--- src/design/hfc_pkg.sv ---
// hfc_pkg: shared widths, register indexes, reset values and types of the
// heater and fan run timer; no dependencies
package hfc_pkg;

    localparam int TIME_BITS   = 25;
    localparam int WIDE_W      = 33;

    localparam int MODE_W      = 2;
    localparam int NOW_W       = 32;
    localparam int TEMP_W      = 11;
    localparam int HUM_W       = 10;
    localparam int MIN_W       = 9;
    localparam int HOLDOFF_W   = 16;
    localparam int STEP_W      = 22;
    localparam int LIMIT_W     = 25;
    localparam int STOP_W      = 22;
    localparam int CFG_IDX_W   = 3;
    localparam int CFG_DATA_W  = 25;

    localparam int QUEUE_DEPTH = 2;

    localparam logic [CFG_IDX_W-1:0] CFG_HEAT_ON_TEMP     = 3'd0;
    localparam logic [CFG_IDX_W-1:0] CFG_HUMIDITY_LIMIT   = 3'd1;
    localparam logic [CFG_IDX_W-1:0] CFG_PRESS_HOLDOFF_MS = 3'd2;
    localparam logic [CFG_IDX_W-1:0] CFG_TIME_STEP_MS     = 3'd3;
    localparam logic [CFG_IDX_W-1:0] CFG_ADD_LIMIT_MS     = 3'd4;
    localparam logic [CFG_IDX_W-1:0] CFG_STOP_TIME_MS     = 3'd5;

    localparam logic signed [TEMP_W-1:0] HEAT_ON_TEMP_RST     = 11'sd185;
    localparam logic [HUM_W-1:0]         HUMIDITY_LIMIT_RST   = 10'd800;
    localparam logic [HOLDOFF_W-1:0]     PRESS_HOLDOFF_MS_RST = 16'd1000;
    localparam logic [STEP_W-1:0]        TIME_STEP_MS_RST     = 22'd3600000;
    localparam logic [LIMIT_W-1:0]       ADD_LIMIT_MS_RST     = 25'd18000000;
    localparam logic [STOP_W-1:0]        STOP_TIME_MS_RST     = 22'd60000;

    // minutes = (ms >> 5) / 1875, the odd part by reciprocal multiply
    localparam int               MIN_SHIFT   = 5;
    localparam longint unsigned  DIV_ODD     = 1875;
    localparam int               RECIP_SHIFT = 40;
    localparam longint unsigned  RECIP       = ((64'd1 << RECIP_SHIFT) + DIV_ODD - 1) / DIV_ODD;
    localparam int               RECIP_W     = 30;
    localparam int               MINUTES_MAX = 511;

    typedef enum logic [MODE_W-1:0] {
        OP_TICK    = 2'd0,
        OP_PRESS   = 2'd1,
        OP_READING = 2'd2,
        OP_STOP    = 2'd3
    } op_t;

    typedef struct packed {
        op_t                      op;
        logic [NOW_W-1:0]         now_ms;
        logic signed [TEMP_W-1:0] temperature;
        logic [HUM_W-1:0]         humidity;
        logic                     reading_valid;
    } hfc_item_t;

    typedef struct packed {
        logic valid;
        logic full;
    } hfc_qstat_t;

endpackage

--- src/design/hfc_ifs.sv ---
// hfc_in_if and hfc_out_if: valid/ready channels for input and result words
// depends on hfc_pkg
interface hfc_in_if;
    logic                              valid;
    logic                              ready;
    logic [hfc_pkg::MODE_W-1:0]        mode;
    logic [hfc_pkg::NOW_W-1:0]         now_ms;
    logic signed [hfc_pkg::TEMP_W-1:0] temperature;
    logic [hfc_pkg::HUM_W-1:0]         humidity;
    logic                              reading_valid;

    modport source (output valid, mode, now_ms, temperature, humidity, reading_valid,
                    input ready);
    modport sink (input valid, mode, now_ms, temperature, humidity, reading_valid,
                  output ready);
endinterface

interface hfc_out_if;
    logic                        valid;
    logic                        ready;
    logic                        heater_on;
    logic                        fan_on;
    logic [hfc_pkg::MIN_W-1:0]   minutes_left;
    logic                        press_accepted;

    modport source (output valid, heater_on, fan_on, minutes_left, press_accepted,
                    input ready);
    modport sink (input valid, heater_on, fan_on, minutes_left, press_accepted,
                  output ready);
endinterface

--- src/design/hfc_front.sv ---
// hfc_front: accepts input words, classifies the mode and queues them
// depends on hfc_pkg and hfc_in_if
module hfc_front (
    input  logic                clk,
    input  logic                rst_n,
    hfc_in_if.sink              in_ch,
    input  logic                pop,
    output hfc_pkg::hfc_item_t  q_item,
    output hfc_pkg::hfc_qstat_t q_stat
);
    import hfc_pkg::*;

    localparam int PTR_W = (QUEUE_DEPTH > 1) ? $clog2(QUEUE_DEPTH) : 1;
    localparam int CNT_W = $clog2(QUEUE_DEPTH + 1);
    localparam logic [PTR_W-1:0] PTR_LAST = PTR_W'(QUEUE_DEPTH - 1);
    localparam logic [CNT_W-1:0] CNT_FULL = CNT_W'(QUEUE_DEPTH);

    hfc_item_t        slot_reg [QUEUE_DEPTH];
    logic [PTR_W-1:0] wr_ptr_reg, wr_ptr_next;
    logic [PTR_W-1:0] rd_ptr_reg, rd_ptr_next;
    logic [CNT_W-1:0] count_reg, count_next;
    logic             push;
    hfc_item_t        new_item;

    assign in_ch.ready = (count_reg != CNT_FULL);
    assign push        = in_ch.valid && in_ch.ready;

    always_comb
    begin
        new_item.op            = op_t'(in_ch.mode);
        new_item.now_ms        = in_ch.now_ms;
        new_item.temperature   = in_ch.temperature;
        new_item.humidity      = in_ch.humidity;
        new_item.reading_valid = in_ch.reading_valid;
    end

    always_comb
    begin
        wr_ptr_next = wr_ptr_reg;
        rd_ptr_next = rd_ptr_reg;
        if (push)
        begin
            wr_ptr_next = (wr_ptr_reg == PTR_LAST) ? '0 : wr_ptr_reg + 1'b1;
        end
        if (pop)
        begin
            rd_ptr_next = (rd_ptr_reg == PTR_LAST) ? '0 : rd_ptr_reg + 1'b1;
        end
        count_next = count_reg + CNT_W'(push) - CNT_W'(pop);
    end

    always_ff @(posedge clk or negedge rst_n)
    begin
        if (!rst_n)
        begin
            wr_ptr_reg <= '0;
            rd_ptr_reg <= '0;
            count_reg  <= '0;
        end
        else
        begin
            wr_ptr_reg <= wr_ptr_next;
            rd_ptr_reg <= rd_ptr_next;
            count_reg  <= count_next;
        end
    end

    always_ff @(posedge clk)
    begin
        if (push)
        begin
            slot_reg[wr_ptr_reg] <= new_item;
        end
    end

    assign q_item       = slot_reg[rd_ptr_reg];
    assign q_stat.valid = (count_reg != '0);
    assign q_stat.full  = (count_reg == CNT_FULL);

endmodule

--- src/design/hfc_back.sv ---
// hfc_back: configuration registers, run timer and thermostat state,
// result register and minutes conversion; depends on hfc_pkg and hfc_out_if
module hfc_back (
    input  logic                           clk,
    input  logic                           rst_n,
    input  hfc_pkg::hfc_item_t             q_item,
    input  hfc_pkg::hfc_qstat_t            q_stat,
    output logic                           pop,
    input  logic                           cfg_we,
    input  logic [hfc_pkg::CFG_IDX_W-1:0]  cfg_index,
    input  logic [hfc_pkg::CFG_DATA_W-1:0] cfg_data,
    hfc_out_if.source                      out_ch
);
    import hfc_pkg::*;

    localparam logic [WIDE_W-1:0] TIME_MAX = WIDE_W'((64'd1 << TIME_BITS) - 1);
    localparam int X_W    = TIME_BITS - MIN_SHIFT;
    localparam int PROD_W = X_W + RECIP_W;
    localparam int QUO_W  = PROD_W - RECIP_SHIFT;

    logic signed [TEMP_W-1:0] heat_on_temp_reg;
    logic [HUM_W-1:0]         humidity_limit_reg;
    logic [HOLDOFF_W-1:0]     press_holdoff_ms_reg;
    logic [STEP_W-1:0]        time_step_ms_reg;
    logic [LIMIT_W-1:0]       add_limit_ms_reg;
    logic [STOP_W-1:0]        stop_time_ms_reg;

    logic [TIME_BITS-1:0]     remaining_reg, remaining_next;
    logic [NOW_W-1:0]         last_tick_reg, last_tick_next;
    logic [NOW_W-1:0]         last_press_reg, last_press_next;
    logic signed [TEMP_W-1:0] stored_temp_reg, stored_temp_next;
    logic [HUM_W-1:0]         stored_hum_reg, stored_hum_next;
    logic                     heater_reg, heater_next;
    logic                     fan_reg, fan_next;
    logic                     accepted;

    logic                     out_valid_reg;
    logic                     out_heater_reg;
    logic                     out_fan_reg;
    logic                     out_acc_reg;
    logic [TIME_BITS-1:0]     out_rem_reg;

    logic [NOW_W-1:0]         elapsed;
    logic [NOW_W-1:0]         since_press;
    logic [WIDE_W-1:0]        rem_wide;
    logic [WIDE_W-1:0]        sum_wide;
    logic [WIDE_W-1:0]        stop_wide;

    logic [X_W-1:0]           div_x;
    logic [PROD_W-1:0]        div_prod;
    logic [QUO_W-1:0]         div_quo;

    assign pop = q_stat.valid && (!out_valid_reg || out_ch.ready);

    always_ff @(posedge clk or negedge rst_n)
    begin
        if (!rst_n)
        begin
            heat_on_temp_reg     <= HEAT_ON_TEMP_RST;
            humidity_limit_reg   <= HUMIDITY_LIMIT_RST;
            press_holdoff_ms_reg <= PRESS_HOLDOFF_MS_RST;
            time_step_ms_reg     <= TIME_STEP_MS_RST;
            add_limit_ms_reg     <= ADD_LIMIT_MS_RST;
            stop_time_ms_reg     <= STOP_TIME_MS_RST;
        end
        else if (cfg_we)
        begin
            case (cfg_index)
                CFG_HEAT_ON_TEMP:     heat_on_temp_reg     <= signed'(cfg_data[TEMP_W-1:0]);
                CFG_HUMIDITY_LIMIT:   humidity_limit_reg   <= cfg_data[HUM_W-1:0];
                CFG_PRESS_HOLDOFF_MS: press_holdoff_ms_reg <= cfg_data[HOLDOFF_W-1:0];
                CFG_TIME_STEP_MS:     time_step_ms_reg     <= cfg_data[STEP_W-1:0];
                CFG_ADD_LIMIT_MS:     add_limit_ms_reg     <= cfg_data[LIMIT_W-1:0];
                CFG_STOP_TIME_MS:     stop_time_ms_reg     <= cfg_data[STOP_W-1:0];
                default:
                begin
                end
            endcase
        end
    end

    assign elapsed     = q_item.now_ms - last_tick_reg;
    assign since_press = q_item.now_ms - last_press_reg;
    assign rem_wide    = WIDE_W'(remaining_reg);
    assign sum_wide    = rem_wide + WIDE_W'(time_step_ms_reg);
    assign stop_wide   = WIDE_W'(stop_time_ms_reg);

    always_comb
    begin
        remaining_next   = remaining_reg;
        last_tick_next   = last_tick_reg;
        last_press_next  = last_press_reg;
        stored_temp_next = stored_temp_reg;
        stored_hum_next  = stored_hum_reg;
        heater_next      = heater_reg;
        fan_next         = fan_reg;
        accepted         = 1'b0;
        case (q_item.op)
            OP_TICK:
            begin
                if (WIDE_W'(elapsed) >= rem_wide)
                begin
                    remaining_next = '0;
                end
                else
                begin
                    remaining_next = remaining_reg - elapsed[TIME_BITS-1:0];
                end
                last_tick_next = q_item.now_ms;
                fan_next       = (remaining_next != '0);
                if (remaining_next == '0)
                begin
                    heater_next = 1'b0;
                end
            end
            OP_PRESS:
            begin
                if (since_press > NOW_W'(press_holdoff_ms_reg))
                begin
                    if (rem_wide < WIDE_W'(add_limit_ms_reg))
                    begin
                        remaining_next = (sum_wide > TIME_MAX) ? TIME_MAX[TIME_BITS-1:0]
                                                               : sum_wide[TIME_BITS-1:0];
                        accepted       = 1'b1;
                    end
                    last_press_next = q_item.now_ms;
                end
            end
            OP_READING:
            begin
                if (q_item.reading_valid)
                begin
                    stored_temp_next = q_item.temperature;
                    stored_hum_next  = q_item.humidity;
                end
                if (rem_wide > WIDE_W'(1))
                begin
                    heater_next = (stored_temp_next < heat_on_temp_reg) ||
                                  (stored_hum_next > humidity_limit_reg);
                end
                else
                begin
                    heater_next = 1'b0;
                    fan_next    = 1'b0;
                end
            end
            OP_STOP:
            begin
                remaining_next = (stop_wide > TIME_MAX) ? TIME_MAX[TIME_BITS-1:0]
                                                        : stop_wide[TIME_BITS-1:0];
            end
            default:
            begin
            end
        endcase
    end

    always_ff @(posedge clk or negedge rst_n)
    begin
        if (!rst_n)
        begin
            remaining_reg   <= '0;
            last_tick_reg   <= '0;
            last_press_reg  <= '0;
            stored_temp_reg <= '0;
            stored_hum_reg  <= '0;
            heater_reg      <= 1'b0;
            fan_reg         <= 1'b0;
            out_valid_reg   <= 1'b0;
        end
        else
        begin
            if (pop)
            begin
                remaining_reg   <= remaining_next;
                last_tick_reg   <= last_tick_next;
                last_press_reg  <= last_press_next;
                stored_temp_reg <= stored_temp_next;
                stored_hum_reg  <= stored_hum_next;
                heater_reg      <= heater_next;
                fan_reg         <= fan_next;
                out_valid_reg   <= 1'b1;
            end
            else if (out_ch.ready)
            begin
                out_valid_reg <= 1'b0;
            end
        end
    end

    always_ff @(posedge clk)
    begin
        if (pop)
        begin
            out_heater_reg <= heater_next;
            out_fan_reg    <= fan_next;
            out_acc_reg    <= accepted;
            out_rem_reg    <= remaining_next;
        end
    end

    // whole minutes from the held remaining time
    assign div_x    = out_rem_reg[TIME_BITS-1:MIN_SHIFT];
    assign div_prod = PROD_W'(div_x) * PROD_W'(RECIP);
    assign div_quo  = div_prod[PROD_W-1:RECIP_SHIFT];

    assign out_ch.valid          = out_valid_reg;
    assign out_ch.heater_on      = out_heater_reg;
    assign out_ch.fan_on         = out_fan_reg;
    assign out_ch.press_accepted = out_acc_reg;
    assign out_ch.minutes_left   = (WIDE_W'(div_quo) > WIDE_W'(MINUTES_MAX)) ? MIN_W'(MINUTES_MAX)
                                                                             : MIN_W'(div_quo);

endmodule

--- src/design/heater_fan_timer_controller.sv ---
// heater_fan_timer_controller: an input word reaches the result word through the
// queue slot, then the result register
// throughput is one word per cycle while the result word is not stalled
// the two-entry queue lets input and output stall independently
// reset is asynchronous: timer and thermostat state clear, registers take defaults
// depends on hfc_pkg, hfc_ifs, hfc_front and hfc_back
module heater_fan_timer_controller (
    input  logic                           clk,
    input  logic                           rst_n,
    hfc_in_if.sink                         in_ch,
    hfc_out_if.source                      out_ch,
    input  logic                           cfg_we,
    input  logic [hfc_pkg::CFG_IDX_W-1:0]  cfg_index,
    input  logic [hfc_pkg::CFG_DATA_W-1:0] cfg_data
);
    import hfc_pkg::*;

    hfc_item_t  q_item;
    hfc_qstat_t q_stat;
    logic       pop;

    hfc_front u_front (
        .clk    (clk),
        .rst_n  (rst_n),
        .in_ch  (in_ch),
        .pop    (pop),
        .q_item (q_item),
        .q_stat (q_stat)
    );

    hfc_back u_back (
        .clk       (clk),
        .rst_n     (rst_n),
        .q_item    (q_item),
        .q_stat    (q_stat),
        .pop       (pop),
        .cfg_we    (cfg_we),
        .cfg_index (cfg_index),
        .cfg_data  (cfg_data),
        .out_ch    (out_ch)
    );

`ifndef NO_ASSERTIONS
    a_pop_needs_word: assert property (@(posedge clk) disable iff (!rst_n)
        pop |-> q_stat.valid)
        else $error("queue popped while empty");

    a_full_blocks_input: assert property (@(posedge clk) disable iff (!rst_n)
        q_stat.full |-> !in_ch.ready)
        else $error("input ready while queue full");

    a_stalled_output_holds_back: assert property (@(posedge clk) disable iff (!rst_n)
        (out_ch.valid && !out_ch.ready) |-> !pop)
        else $error("back end advanced while result word stalled");

    a_pop_gives_result: assert property (@(posedge clk) disable iff (!rst_n)
        pop |=> out_ch.valid)
        else $error("processed word did not reach the output");
`endif

endmodule
--- src/flat_wrapper.sv ---
// flat-port wrapper written by rule: the top's interface ports become plain ports
module heater_fan_timer_controller_flat import hfc_pkg::*;
  (clk, rst_n, cfg_we, cfg_index, cfg_data, in_ch_valid, in_ch_mode, in_ch_now_ms, in_ch_temperature, in_ch_humidity, in_ch_reading_valid, in_ch_ready, out_ch_valid, out_ch_heater_on, out_ch_fan_on, out_ch_minutes_left, out_ch_press_accepted, out_ch_ready);
  hfc_in_if in_ch_i ();
  hfc_out_if out_ch_i ();
  input  logic clk;
  input  logic rst_n;
  input  logic cfg_we;
  input  logic [hfc_pkg::CFG_IDX_W-1:0] cfg_index;
  input  logic [hfc_pkg::CFG_DATA_W-1:0] cfg_data;
  input wire logic [$bits(in_ch_i.valid)-1:0] in_ch_valid;
  input wire logic [$bits(in_ch_i.mode)-1:0] in_ch_mode;
  input wire logic [$bits(in_ch_i.now_ms)-1:0] in_ch_now_ms;
  input wire logic [$bits(in_ch_i.temperature)-1:0] in_ch_temperature;
  input wire logic [$bits(in_ch_i.humidity)-1:0] in_ch_humidity;
  input wire logic [$bits(in_ch_i.reading_valid)-1:0] in_ch_reading_valid;
  output wire logic [$bits(in_ch_i.ready)-1:0] in_ch_ready;
  output wire logic [$bits(out_ch_i.valid)-1:0] out_ch_valid;
  output wire logic [$bits(out_ch_i.heater_on)-1:0] out_ch_heater_on;
  output wire logic [$bits(out_ch_i.fan_on)-1:0] out_ch_fan_on;
  output wire logic [$bits(out_ch_i.minutes_left)-1:0] out_ch_minutes_left;
  output wire logic [$bits(out_ch_i.press_accepted)-1:0] out_ch_press_accepted;
  input wire logic [$bits(out_ch_i.ready)-1:0] out_ch_ready;
  assign in_ch_i.valid = in_ch_valid;
  assign in_ch_i.mode = in_ch_mode;
  assign in_ch_i.now_ms = in_ch_now_ms;
  assign in_ch_i.temperature = in_ch_temperature;
  assign in_ch_i.humidity = in_ch_humidity;
  assign in_ch_i.reading_valid = in_ch_reading_valid;
  assign in_ch_ready = in_ch_i.ready;
  assign out_ch_valid = out_ch_i.valid;
  assign out_ch_heater_on = out_ch_i.heater_on;
  assign out_ch_fan_on = out_ch_i.fan_on;
  assign out_ch_minutes_left = out_ch_i.minutes_left;
  assign out_ch_press_accepted = out_ch_i.press_accepted;
  assign out_ch_i.ready = out_ch_ready;
  heater_fan_timer_controller u_core (.clk(clk), .rst_n(rst_n), .in_ch(in_ch_i), .out_ch(out_ch_i), .cfg_we(cfg_we), .cfg_index(cfg_index), .cfg_data(cfg_data));
endmodule
--- config.mk ---
export PLATFORM = sky130hd
export DESIGN_NAME = heater_fan_timer_controller_flat
export DESIGN_NICKNAME = d
export VERILOG_FILES = /design/src/design/hfc_pkg.sv /design/src/design/hfc_ifs.sv /design/src/design/hfc_front.sv /design/src/design/hfc_back.sv /design/src/design/heater_fan_timer_controller.sv /design/src/flat_wrapper.sv
export SDC_FILE = /design/constraint.sdc
export NUM_CORES = 1
export LEC_CHECK = 0
export BUFFER_PORTS_ARGS = -buffer_cell sky130_fd_sc_hd__buf_2
export CORE_MARGIN = 1.5
export CORE_UTILIZATION = 45
export CTS_BUF_LIST = sky130_fd_sc_hd__clkbuf_16
export DETAILED_ROUTE_END_ITERATION = 10
export GPL_TIMING_DRIVEN = 0
export SLEW_MARGIN = 20
export SYNTH_ARGS = -nofsm -noshare
export SYNTH_HDL_FRONTEND = slang
export SYNTH_SLANG_ARGS = --single-unit
--- constraint.sdc ---
create_clock -name clk -period 8.93 [get_ports clk]
set_input_delay 1.786 -clock clk [delete_from_list [all_inputs] [get_ports clk]]
set_output_delay 1.786 -clock clk [all_outputs]
set_load 0.1 [all_outputs]
==> key figures, run 1 <==
Outcome
  – Outcome: finished with violations
  – Violations in the final reports: setup timing

STA
  – Final hold vios: 0
  – Final setup fails: 9
  – Relative slew slack: a little over a quarter
  – Fin Clk Skew: 0.0599 ns
  – Fin. max-slew vios: 0
  – Fin crit period: 9.29 ns
  – Worst Max-Slew Pin Slew: 1.09 ns
  – Period utilization: 104%
  – Hold slack: between 0.4 and 0.5 ns
  – Max Fclk: around 0.11 GHz
  – Final worst setup slack: -0.365 ns
  – RSZ-0062 raised after global routing: yes

Floorplan
  – Die ar.: 73400 um2
  – Initial Util: a little under half
  – Io pins: approximately 100
  – Die Span X: about 270 um
  – Rows: a little under 100
  – Chip height: between 200 and 300 um
  – Core ar.: 71200 um2

Clock network
  – Sink Count: around 360
  – CTS tree: built
  – Clock root cell: clkbuf_16
  – Clock tree buffer depth: 3
  – CTS Hold Buffers Added: 0
  – Clock buffers created by TritonCTS: 42
  – H-tree depth: 2
  – Clk_lat worst skew: approximately 0.59 ns
  – Reg clk slew, reported paths: around 0.060 ns

Yosys
  – Syn Area/Cell: 9.74 um2
  – Area leader, netlist: ha_1
  – Top-area cell type share of the netlist area: between 10% and 20%
  – Cell Area, Synth: ~32000 um2
  – Synth area leaders: ha_1 (17%), dfrtp_1 (14%), fa_1 (13%)
  – Post-Syn Nets: 4056
  – Post-synth ARST share: approximately 62%
  – Ys Warns: 0
  – Synthesized instance count: about 3300
  – Register area share after synthesis: between 20% and 30%
  – Ys flop type: dfrtp_1
  – Yosys cell types: 82
  – Post-synthesis register bit count: 358
  – Post-synth EDFFs: ~140

Route
  – Post-route DRC: 0
  – Wire length per cell: 20.0 um
  – Drt first pass iters: 6
  – Starting DRC count in detailed routing: 1839
  – Vias after detailed routing: around 25000
  – Via density: between 5 and 6
  – Routed Antenna Nets: 0
  – DRT Wirelength: between 90000 and 100000 um

Final layout
  – Max reg flops: 112
  – Layout cell share with drive strength beyond 1: about an eighth
  – Synth-to-layout area growth: 13.3%
  – Final antenna diode count: 0
  – # nets final: between 4000 and 5000
  – Finished Core Util: approximately half

Setup path
  – CP Launch Type: register
  – Critical path peak fanout: 3
  – Kind of critical path: register to primary output
  – Crit path DAT: 7.51 ns
  – Worst Path Required: roughly 7 ns
  – Crit. End Element: primary output

Global routing
  – GRT Total Usage: ~25%
  – Largest net degree at the start of global routing: 91
  – Vias in the first global route: roughly 25000
  – First-pass GRT wire length: roughly 140000 um
  – Grt total ovfl: 0
  – Initial antenna violation count: 0

Place
  – Gp weighted congestion: between 0.9 and 1
  – Post-detail-place hpwl: 70100 um
  – Number of I/O port buffers: 102

Hold path
  – Hold WC Path Type: register to register

Flow run
  – Maxcap violations: 0
per-stage QoR:
step | setup WS (ns) | area (um2) | setup TNS (ns) | std cells
6_report | -0.365 | 36600 | -3.11 | 4509
5_1_grt | -0.546 | 36600 | -4.79 | 4509
4_1_cts | -0.361 | 36400 | -2.91 | 4502
3_5_place_dp | -1.46 | 34200 | -103.09 | 4375
3_3_place_gp | -1.48 | 34000 | -100.57 | 4368
2_1_floorplan | 0.00618 | 32300 | 0 | 3316
path summary, 6_finish.rpt:
path,startpoint,to,slack (ns),cells after the start
worst max register to register,u_core.u_front.rd_ptr_reg,u_core.u_back.out_rem_reg[10],0.47,26
worst min-delay path,u_core.u_back.stored_hum_reg[0],u_core.u_back.stored_hum_reg[0],0.49,2
worst max-delay path,u_core.u_back.out_rem_reg[11],out_ch_minutes_left[5],-0.36,24
max in group asynchronous,rst_n,u_core.u_back.last_press_reg[27],6.88,2
worst min register to register,u_core.u_back.stored_hum_reg[0],u_core.u_back.stored_hum_reg[0],0.49,2
min in group asynchronous,rst_n,u_core.u_back.stored_hum_reg[0],1.15,1
synthesized netlist by cell type (21+ instances only):
library cell,n
ha_1,435
edfxtp_1,135
dfstp_2,39
nand3_1,48
xnor2_1,55
fa_1,216
clkbuf_1,83
xor2_1,36
mux2_2,71
dfrtp_1,184
nor2_1,176
nand2_1,205
nor3_1,44
nand4_1,34
mux2i_1,70
a31oi_1,24
inv_1,545
a211oi_1,30
and3_1,21
o21ai_0,187
nand2b_1,42
a21oi_1,222
a21o_1,71
nor4_1,27
o21a_1,31
cell type report:
class                           instances  area, um2
Buffer                                 96        394
Tap cell                              950       1190
Timing Repair Buffer                  167       1280
Clock inverter                         35        294
Multi-Input combinational cell       2315      20600
Inverter                              545       2050
Fill cell                            6546      34600
Sequential cell                       358       9680
Clock buffer                           43       1080
cells by family (layout without fill, tap and decap cells):
kind of cell	Yosys count	count (layout)	share of synthesized area (%)
AO/OA/AOI/OAI	748	748	14.9
buffers and inverters	643	886	7.54
AND/OR/NAND/NOR	684	684	10.2
XOR/XNOR	91	91	2.47
flip-flops	358	358	30.0
multiplexers	141	141	4.65
adder cells (fa/ha/maj)	651	651	30.2
critical path, stage by stage, from the launching register on:
cell and delay [ns]:
edfxtp_1 0.48, fa_2 0.63, buf_12 0.12, inv_2 0.03
fa_1 0.47, fa_2 0.53, inv_1 0.05, fa_2 0.55
fa_2 0.45, fa_1 0.50, inv_1 0.05, fa_1 0.49
inv_2 0.05, ha_4 0.23, a2111oi_4 0.27, o21ai_1 0.12
a41oi_2 0.25, o211ai_1 0.13, buf_4 0.19, a21boi_4 0.21
o2111ai_4 0.16, a2111o_1 0.46, buf_4 0.17, nand4_1 0.15
buf_12 0.20
cells in the final DEF, fill, tap and decap left out, types with 29 or more instances in the layout:
cell type and n:
a211oi_1 29, ha_1 420, clkbuf_16 43, nor2_1 175, buf_2 97, inv_1 538
xnor2_1 54, clkbuf_1 79, a21o_1 71, mux2i_1 69, nor3_1 44, edfxtp_1 135
dfrtp_1 184, nand3_1 47, o21a_1 31, mux2_2 71, nand2b_1 39, a21oi_1 219
fa_1 196, o21ai_0 185, buf_4 53, nand4_1 34, xor2_1 34, dfstp_2 39
nand2_1 205
routing by layer:
metal / vias to the layer above / GRT usage (%) / wire length, um
li1: 11918 / - / -
met1: 11985 / 33.0 / 39700
met2: 681 / 41.8 / 43400
met3: 171 / 2.94 / 4240
met4: 0 / 7.48 / 2710
met5: - / 0 / 0
repair_timing:
| item | CTS | global route |
|---|---|---|
| pin swaps | 38 | 41 |
| resized for setup | 102 | 35 |
| buffers inserted | 50 | 8 |
| setup endpoints to repair | 91 | 86 |
Power of run 1 is not shown: default switching activity piles up to over one toggle a cycle in this logic, so the estimate is an artifact.
==> run 2: changes to the inputs <==
- CORE_MARGIN: 1.5 -> 2
- PLACE_DENSITY_LB_ADDON: default -> 0.3
==> run 2 against run 1 <==
  * The run still ends with setup timing left
  * Worst setup slack worse by 0.064 ns
  * Critical path depth did not move
  * Via count increased by 1.5%
  * Flip-flop and latch count stayed put
  * Final cell count increased by 0.31%
  * Maximum frequency decreased by 0.68%
  * Design area up 0.50%
  * Non-clock buffer count rose by 21
  * Sequential share of layout area down 0.13 points
  * Worst hold slack better by 0.0024 ns
  * First-iteration DRC count fell by 20%
==> key figures, run 2 (synthesis results as in run 1) <==
Outcome
  – Outcome: finished with violations
  – Violations in the final reports: setup timing

Final layout
  – Synth-to-layout area growth: 13.9%
  – Filler Cells Inserted: 6515 (-0.47%)
  – Max reg flops: 112 (unchanged)
  – # nets final: 4283 (+0.42%)
  – Final cell count without fillers: 4523 (+0.31%)
  – Layout cell share with drive strength beyond 1: 13.6% (+0.62 points)
  – Most common cell after layout, fill and taps aside: inv_1
  – Final antenna diode count: 0 (unchanged)
  – Commonest non-fill, non-tap cells in the layout: inv_1 (540), ha_1 (408), a21oi_1 (219), nand2_1 (205), fa_1 (192)

Route
  – Post-route DRC: 0 (unchanged)
  – DRT Wirelength: 88700 um (-1.4%)
  – Via density: 5.56 (+1.2%)
  – Drt first pass iters: 6 (unchanged)
  – Wire length per cell: 19.6 um (-1.8%)
  – Routed Antenna Nets: 0 (unchanged)
  – Starting DRC count in detailed routing: 1476 (-20%)
  – Vias after detailed routing: 25134 (+1.5%)

STA
  – Fin crit period: 9.36 ns (+0.0637 ns)
  – Fin. max-slew vios: 0 (unchanged)
  – Max Fclk: 0.107 GHz (-0.68%)
  – Final worst setup slack: -0.429 ns (-0.0637 ns)
  – Worst Max-Slew Pin Slew: 1.06 ns (-0.0353 ns)
  – Relative slew slack: 28.8% (+2.3 points)
  – Final hold vios: 0 (unchanged)
  – Fin Clk Skew: 0.0288 ns (-0.0311 ns)
  – RSZ-0062 raised after global routing: yes
  – Final setup fails: 9 (unchanged)
  – Period utilization: 105% (+0.71 points)

Setup path
  – Crit. End Element: primary output
  – Crit path DAT: 7.57 ns (+0.06 ns)
  – CP Launch Type: register
  – Kind of critical path: register to primary output
  – Worst Path Required: 7.14 ns (about the same)
  – Critical path peak fanout: 6 (+3)

Clock network
  – Clock buffers created by TritonCTS: 39 (-7.1%)
  – Reg clk slew, reported paths: 0.06 ns (about the same)
  – Clock tree buffer depth: 3 (unchanged)
  – H-tree depth: 2 (unchanged)
  – Clk_lat worst skew: 0.57 ns (-0.02 ns)
  – CTS Hold Buffers Added: 0 (unchanged)
  – Sink Count: 358 (unchanged)
  – CTS tree: built
  – Clock root cell: clkbuf_16

Floorplan
  – Io pins: 103 (unchanged)
  – Rows: 98 (unchanged)
  – Initial Util: 45.3% (unchanged)
  – Core ar.: 71200 um2 (unchanged)
  – Die ar.: 73900 um2 (+0.74%)
  – Chip height: 272 um (+0.37%)
  – Die Span X: 272 um (+0.37%)

Place
  – Placed Cells: 4374 (-0.023%)
  – Post-detail-place hpwl: 69300 um (-1.2%)
  – Gp weighted congestion: 0.959 (+1.7%)
  – Number of I/O port buffers: 102 (unchanged)
  – Worst slack at placement: -1.70 ns (-0.239 ns)

Global routing
  – Vias in the first global route: 25558 (+2.3%)
  – Grt total ovfl: 0 (unchanged)
  – GRT Total Usage: 24.2% (-0.50 points)
  – Initial antenna violation count: 0 (unchanged)
  – First-pass GRT wire length: 141000 um (-0.37%)
  – Largest net degree at the start of global routing: 81 (-11%)

Hold path
  – Hold WC Path Type: register to register

Flow run
  – Maxcap violations: 0 (unchanged)
run 2: final cells by class:
| cell class | count | area (um2) | share of cell area, % |
|---|---|---|---|
| repair buffers | 188 | 1470 | 3.98 |
| multi-input cells | 2315 | 20700 | 56.4 |
| well taps | 950 | 1190 | 3.23 |
| clock inverters | 31 | 256 | 0.697 |
| clock buffers | 40 | 1000 | 2.72 |
| flip-flops and latches | 358 | 9680 | 26.3 |
| plain buffers | 96 | 395 | 1.07 |
| inverters | 545 | 2050 | 5.56 |
run 2: timing repair:
item / CTS / global route
pin swaps: 61 / 56
buffers inserted: 64 / 16
endpoints found under the setup margin: 91 / 77
gates resized for setup: 122 / 42
run 2: worst paths after layout:
kind                                                       from                                to  slack (ns)  cells after the start
worst max-delay path              u_core.u_back.out_rem_reg[10]            out_ch_minutes_left[4]       -0.43                     24
worst min-delay path            u_core.u_back.stored_hum_reg[0]   u_core.u_back.stored_hum_reg[0]        0.49                      2
worst max register to register        u_core.u_front.rd_ptr_reg      u_core.u_back.out_rem_reg[6]        0.51                     29
worst min register to register  u_core.u_back.stored_hum_reg[0]   u_core.u_back.stored_hum_reg[0]        0.49                      2
max in group asynchronous                                 rst_n  u_core.u_back.last_press_reg[27]        6.89                      2
min in group asynchronous                                 rst_n   u_core.u_back.stored_hum_reg[2]        1.17                      1
run 2: worst max-delay path: stages (launching register included):
cell       delay [ns]
edfxtp_1         0.49
fa_2             0.63
buf_6            0.12
fa_1             0.45
fa_2             0.56
fa_1             0.45
fa_1             0.50
fa_1             0.55
inv_1            0.06
fa_1             0.51
inv_2            0.05
ha_4             0.21
nand4_1          0.17
nor4_4           0.07
buf_6            0.14
buf_6            0.12
a221oi_4         0.22
o211ai_1         0.13
buf_4            0.19
a21boi_4         0.21
o2111ai_4        0.17
a2111o_1         0.49
nand3_4          0.14
o21bai_4         0.15
buf_12           0.19
run 2: per-layer routing:
layer	vias up	global-route usage [%]	share of wire [%]	wire, um
met5	-	0	0	0
met4	0	9.89	4.6	4110
met3	220	3.24	5.7	5100
met2	822	40.9	48	42200
met1	12139	31.3	42	37400
li1	11953	-	-	-
run 2: metrics by stage:
stage	hold WS (ns)	setup TNS (ns)	util, %	cell area, um2
2_1_floorplan	0.450	0	-	32300
3_3_place_gp	0.466	-98.58	47.7	34000
3_5_place_dp	0.479	-99.14	48.0	34200
4_1_cts	0.492	-2.53	51.2	36400
5_1_grt	0.504	-5.44	51.6	36800
6_report	0.489	-3.58	51.6	36800
Power of run 2 is left out for the same reason.
==> run 3: changes to the inputs <==
- CORE_ASPECT_RATIO: default -> 0.5
- CORE_MARGIN: 2 -> 8
==> run 3 against run 2 <==
  * The run still ends with setup timing left
  * Clock-buffer cell count fell by 1
  * Highest routed layer is now met5
  * First-iteration DRC count is 42% higher
  * Clock skew about the same
  * Critical endpoint is now out_ch_minutes_left[6]
  * Critical path depth down 2
  * Worst hold slack gained 0.0023 ns
  * Worst setup slack better by 0.049 ns
  * Final cell count shrank 0.18%
  * Design area down 0.78%
  * Global-route usage down 2.2 points
==> key figures, run 3 (synthesis results as in run 1) <==
STA
  – Worst Max-Slew Pin Slew: 1.12 ns (+0.0636 ns)
  – RSZ-0062 raised after global routing: yes
  – Fin crit period: 9.31 ns (-0.0489 ns)
  – Period utilization: 104% (-0.55 points)
  – Relative slew slack: 23.2% (-5.6 points)
  – Max Fclk: 0.107 GHz (+0.53%)
  – Final setup fails: 9 (unchanged)
  – Fin Clk Skew: 0.0287 ns (-0.000185 ns)
  – Final hold vios: 0 (unchanged)
  – Fin. max-slew vios: 0 (unchanged)
  – Final worst setup slack: -0.380 ns (+0.0489 ns)

Clock network
  – Sink Count: 358 (unchanged)
  – CTS tree: built
  – Clk_lat worst skew: 0.58 ns (about the same)
  – H-tree depth: 2 (unchanged)
  – Clock tree buffer depth: 3 (unchanged)
  – Clock buffers created by TritonCTS: 38 (-2.6%)
  – Clock root cell: clkbuf_16
  – Reg clk slew, reported paths: 0.06 ns (about the same)

Final layout
  – Final antenna diode count: 0 (unchanged)
  – Most common cell after layout, fill and taps aside: inv_1
  – Layout cell share with drive strength beyond 1: 12.7% (-0.84 points)
  – # nets final: 4267 (-0.37%)
  – Finished Cell Area: 36500 um2 (-0.78%)
  – Synth-to-layout area growth: 13.0%
  – Commonest non-fill, non-tap cells in the layout: inv_1 (545), ha_1 (416), a21oi_1 (220), nand2_1 (204), fa_1 (198)
  – Max reg flops: 112 (unchanged)

Setup path
  – Crit. End Element: primary output
  – Crit-path cells: buf_4 > fa_2 > fa_1 > fa_1 > fa_2 > fa_1 > fa_1 > inv_1 > fa_1 > inv_2 > ha_4 > nand4_1 > nor4_4 > o2111ai_2 > o211ai_1 > buf_4 > a21boi_4 > o2111ai_4 > a2111o_1 > buf_6 > nand4_1 > buf_12
  – Crit path DAT: 7.52 ns (-0.05 ns)
  – CP dominant cell by count: fa_1
  – Crit path buffers/inverters: 6 (-1)
  – Max incr delay on CP: 0.61 ns (-0.02 ns)
  – Kind of critical path: register to primary output
  – Slowest CP cell: fa_2
  – Delay-heaviest family, CP: adder cells
  – Worst Path Required: 7.14 ns (about the same)
  – CP Launch Type: register
  – Critical path peak fanout: 3 (-3)

Global routing
  – First-pass GRT wire length: 143000 um (+1.9%)
  – GRT Total Usage: 22.0% (-2.2 points)
  – Largest net degree at the start of global routing: 81 (unchanged)
  – Grt total ovfl: 0 (unchanged)
  – Initial antenna violation count: 2 (+2)
  – Vias in the first global route: 25747 (+0.74%)

Floorplan
  – Rows: 69 (-30%)
  – Die Span X: 395 um (+45%)
  – Initial Util: 45.5% (+0.18 points)
  – Io pins: 103 (unchanged)
  – Core ar.: 71000 um2 (-0.39%)
  – Die ar.: 81100 um2 (+9.7%)
  – Chip height: 205 um (-24%)

Outcome
  – Outcome: finished with violations
  – Violations in the final reports: setup timing

Flow run
  – Maxcap violations: 0 (unchanged)

Place
  – Post-detail-place hpwl: 71700 um (+3.4%)
  – Worst slack at placement: -1.19 ns (+0.508 ns)
  – Gp weighted congestion: 0.958 (-0.20%)
  – Number of I/O port buffers: 102 (unchanged)
  – Placed Area: 34200 um2 (about the same)

Hold path
  – Hold WC Path Type: register to register

Route
  – Wire length per cell: 20.1 um (+2.4%)
  – Starting DRC count in detailed routing: 2096 (+42%)
  – Via density: 5.64 (+1.5%)
  – Drt first pass iters: 5 (-1)
  – Routed Antenna Nets: 0 (unchanged)
  – Vias after detailed routing: 25458 (+1.3%)
  – DRT Wirelength: 90700 um (+2.3%)
  – Post-route DRC: 0 (unchanged)
## run 3: cell types whose count changed in the layout (fill, tap and decap cells not counted), sizes merged
| cell | before | now |
|---|---|---|
| buf | 202 | 188 |
| bufinv | 4 | 2 |
| clkbuf | 122 | 120 |
| inv | 557 | 556 |
| clkinv | 14 | 17 |
## run 3: worst paths after layout
| path | from | endpoint | slack [ns] | depth (start not counted) |
|---|---|---|---|---|
| hold reg to reg | u_core.u_back.stored_hum_reg[0] | u_core.u_back.stored_hum_reg[0] | 0.49 | 2 |
| setup / recovery | u_core.u_back.out_rem_reg[24] | out_ch_minutes_left[6] | -0.38 | 22 |
| setup reg to reg | u_core.u_front.rd_ptr_reg | u_core.u_back.out_rem_reg[11] | 0.53 | 28 |
| max in group asynchronous | rst_n | u_core.u_back.stop_time_ms_reg[11] | 6.57 | 3 |
| min in group asynchronous | rst_n | u_core.u_back.heat_on_temp_reg[8] | 1.18 | 1 |
| hold / removal | u_core.u_back.stored_hum_reg[0] | u_core.u_back.stored_hum_reg[0] | 0.49 | 2 |
## run 3: worst reg2reg max path: cells and delay by family (launching register included)
kind | cells | cell delay (ns)
AO/OA/AOI/OAI | 13 | 3.48
flip-flops | 1 | 0.54
AND/OR/NAND/NOR | 4 | 0.77
adder cells (fa/ha/maj) | 2 | 0.71
XOR/XNOR | 1 | 0.44
buffers and inverters | 6 | 1.59
multiplexers | 2 | 0.53
## run 3: cell type report
class	count	area, um2
multi-input cells	2315	20600
plain buffers	96	394
fillers	6431	34500
repair buffers	173	1330
inverters	545	2050
clock buffers	39	976
clock inverters	31	241
flip-flops and latches	358	9680
well taps	958	1200
## run 3: per-stage QoR
step / std cells / setup TNS, ns / hold slack (ns) / util (%)
after floorplan: 3316 / 0 / 0.450 / -
after global placement: 4376 / -78.34 / 0.469 / 47.9
after global routing: 4515 / -5.34 / 0.522 / 51.4
after detailed placement: 4382 / -76.77 / 0.479 / 48.2
final: 4515 / -3.20 / 0.491 / 51.4
after CTS: 4509 / -1.67 / 0.492 / 51.2
## run 3: layer usage
layer	global-route usage [%]	vias up	part of all wire [%]
li1	-	11886	-
met2	35.1	882	44
met1	30.9	12515	46
met5	0	-	0.030
met3	3.83	171	7.4
met4	6.23	4	2.7
## run 3: repair_timing
item,4_1_cts,5_1_grt
buffers inserted,58,7
hold buffers,0,0
hold endpoints to repair,0,0
gates resized for setup,122,16
pin swaps,66,24
setup endpoints to repair,91,87
Power of run 3 is left out for the same reason.
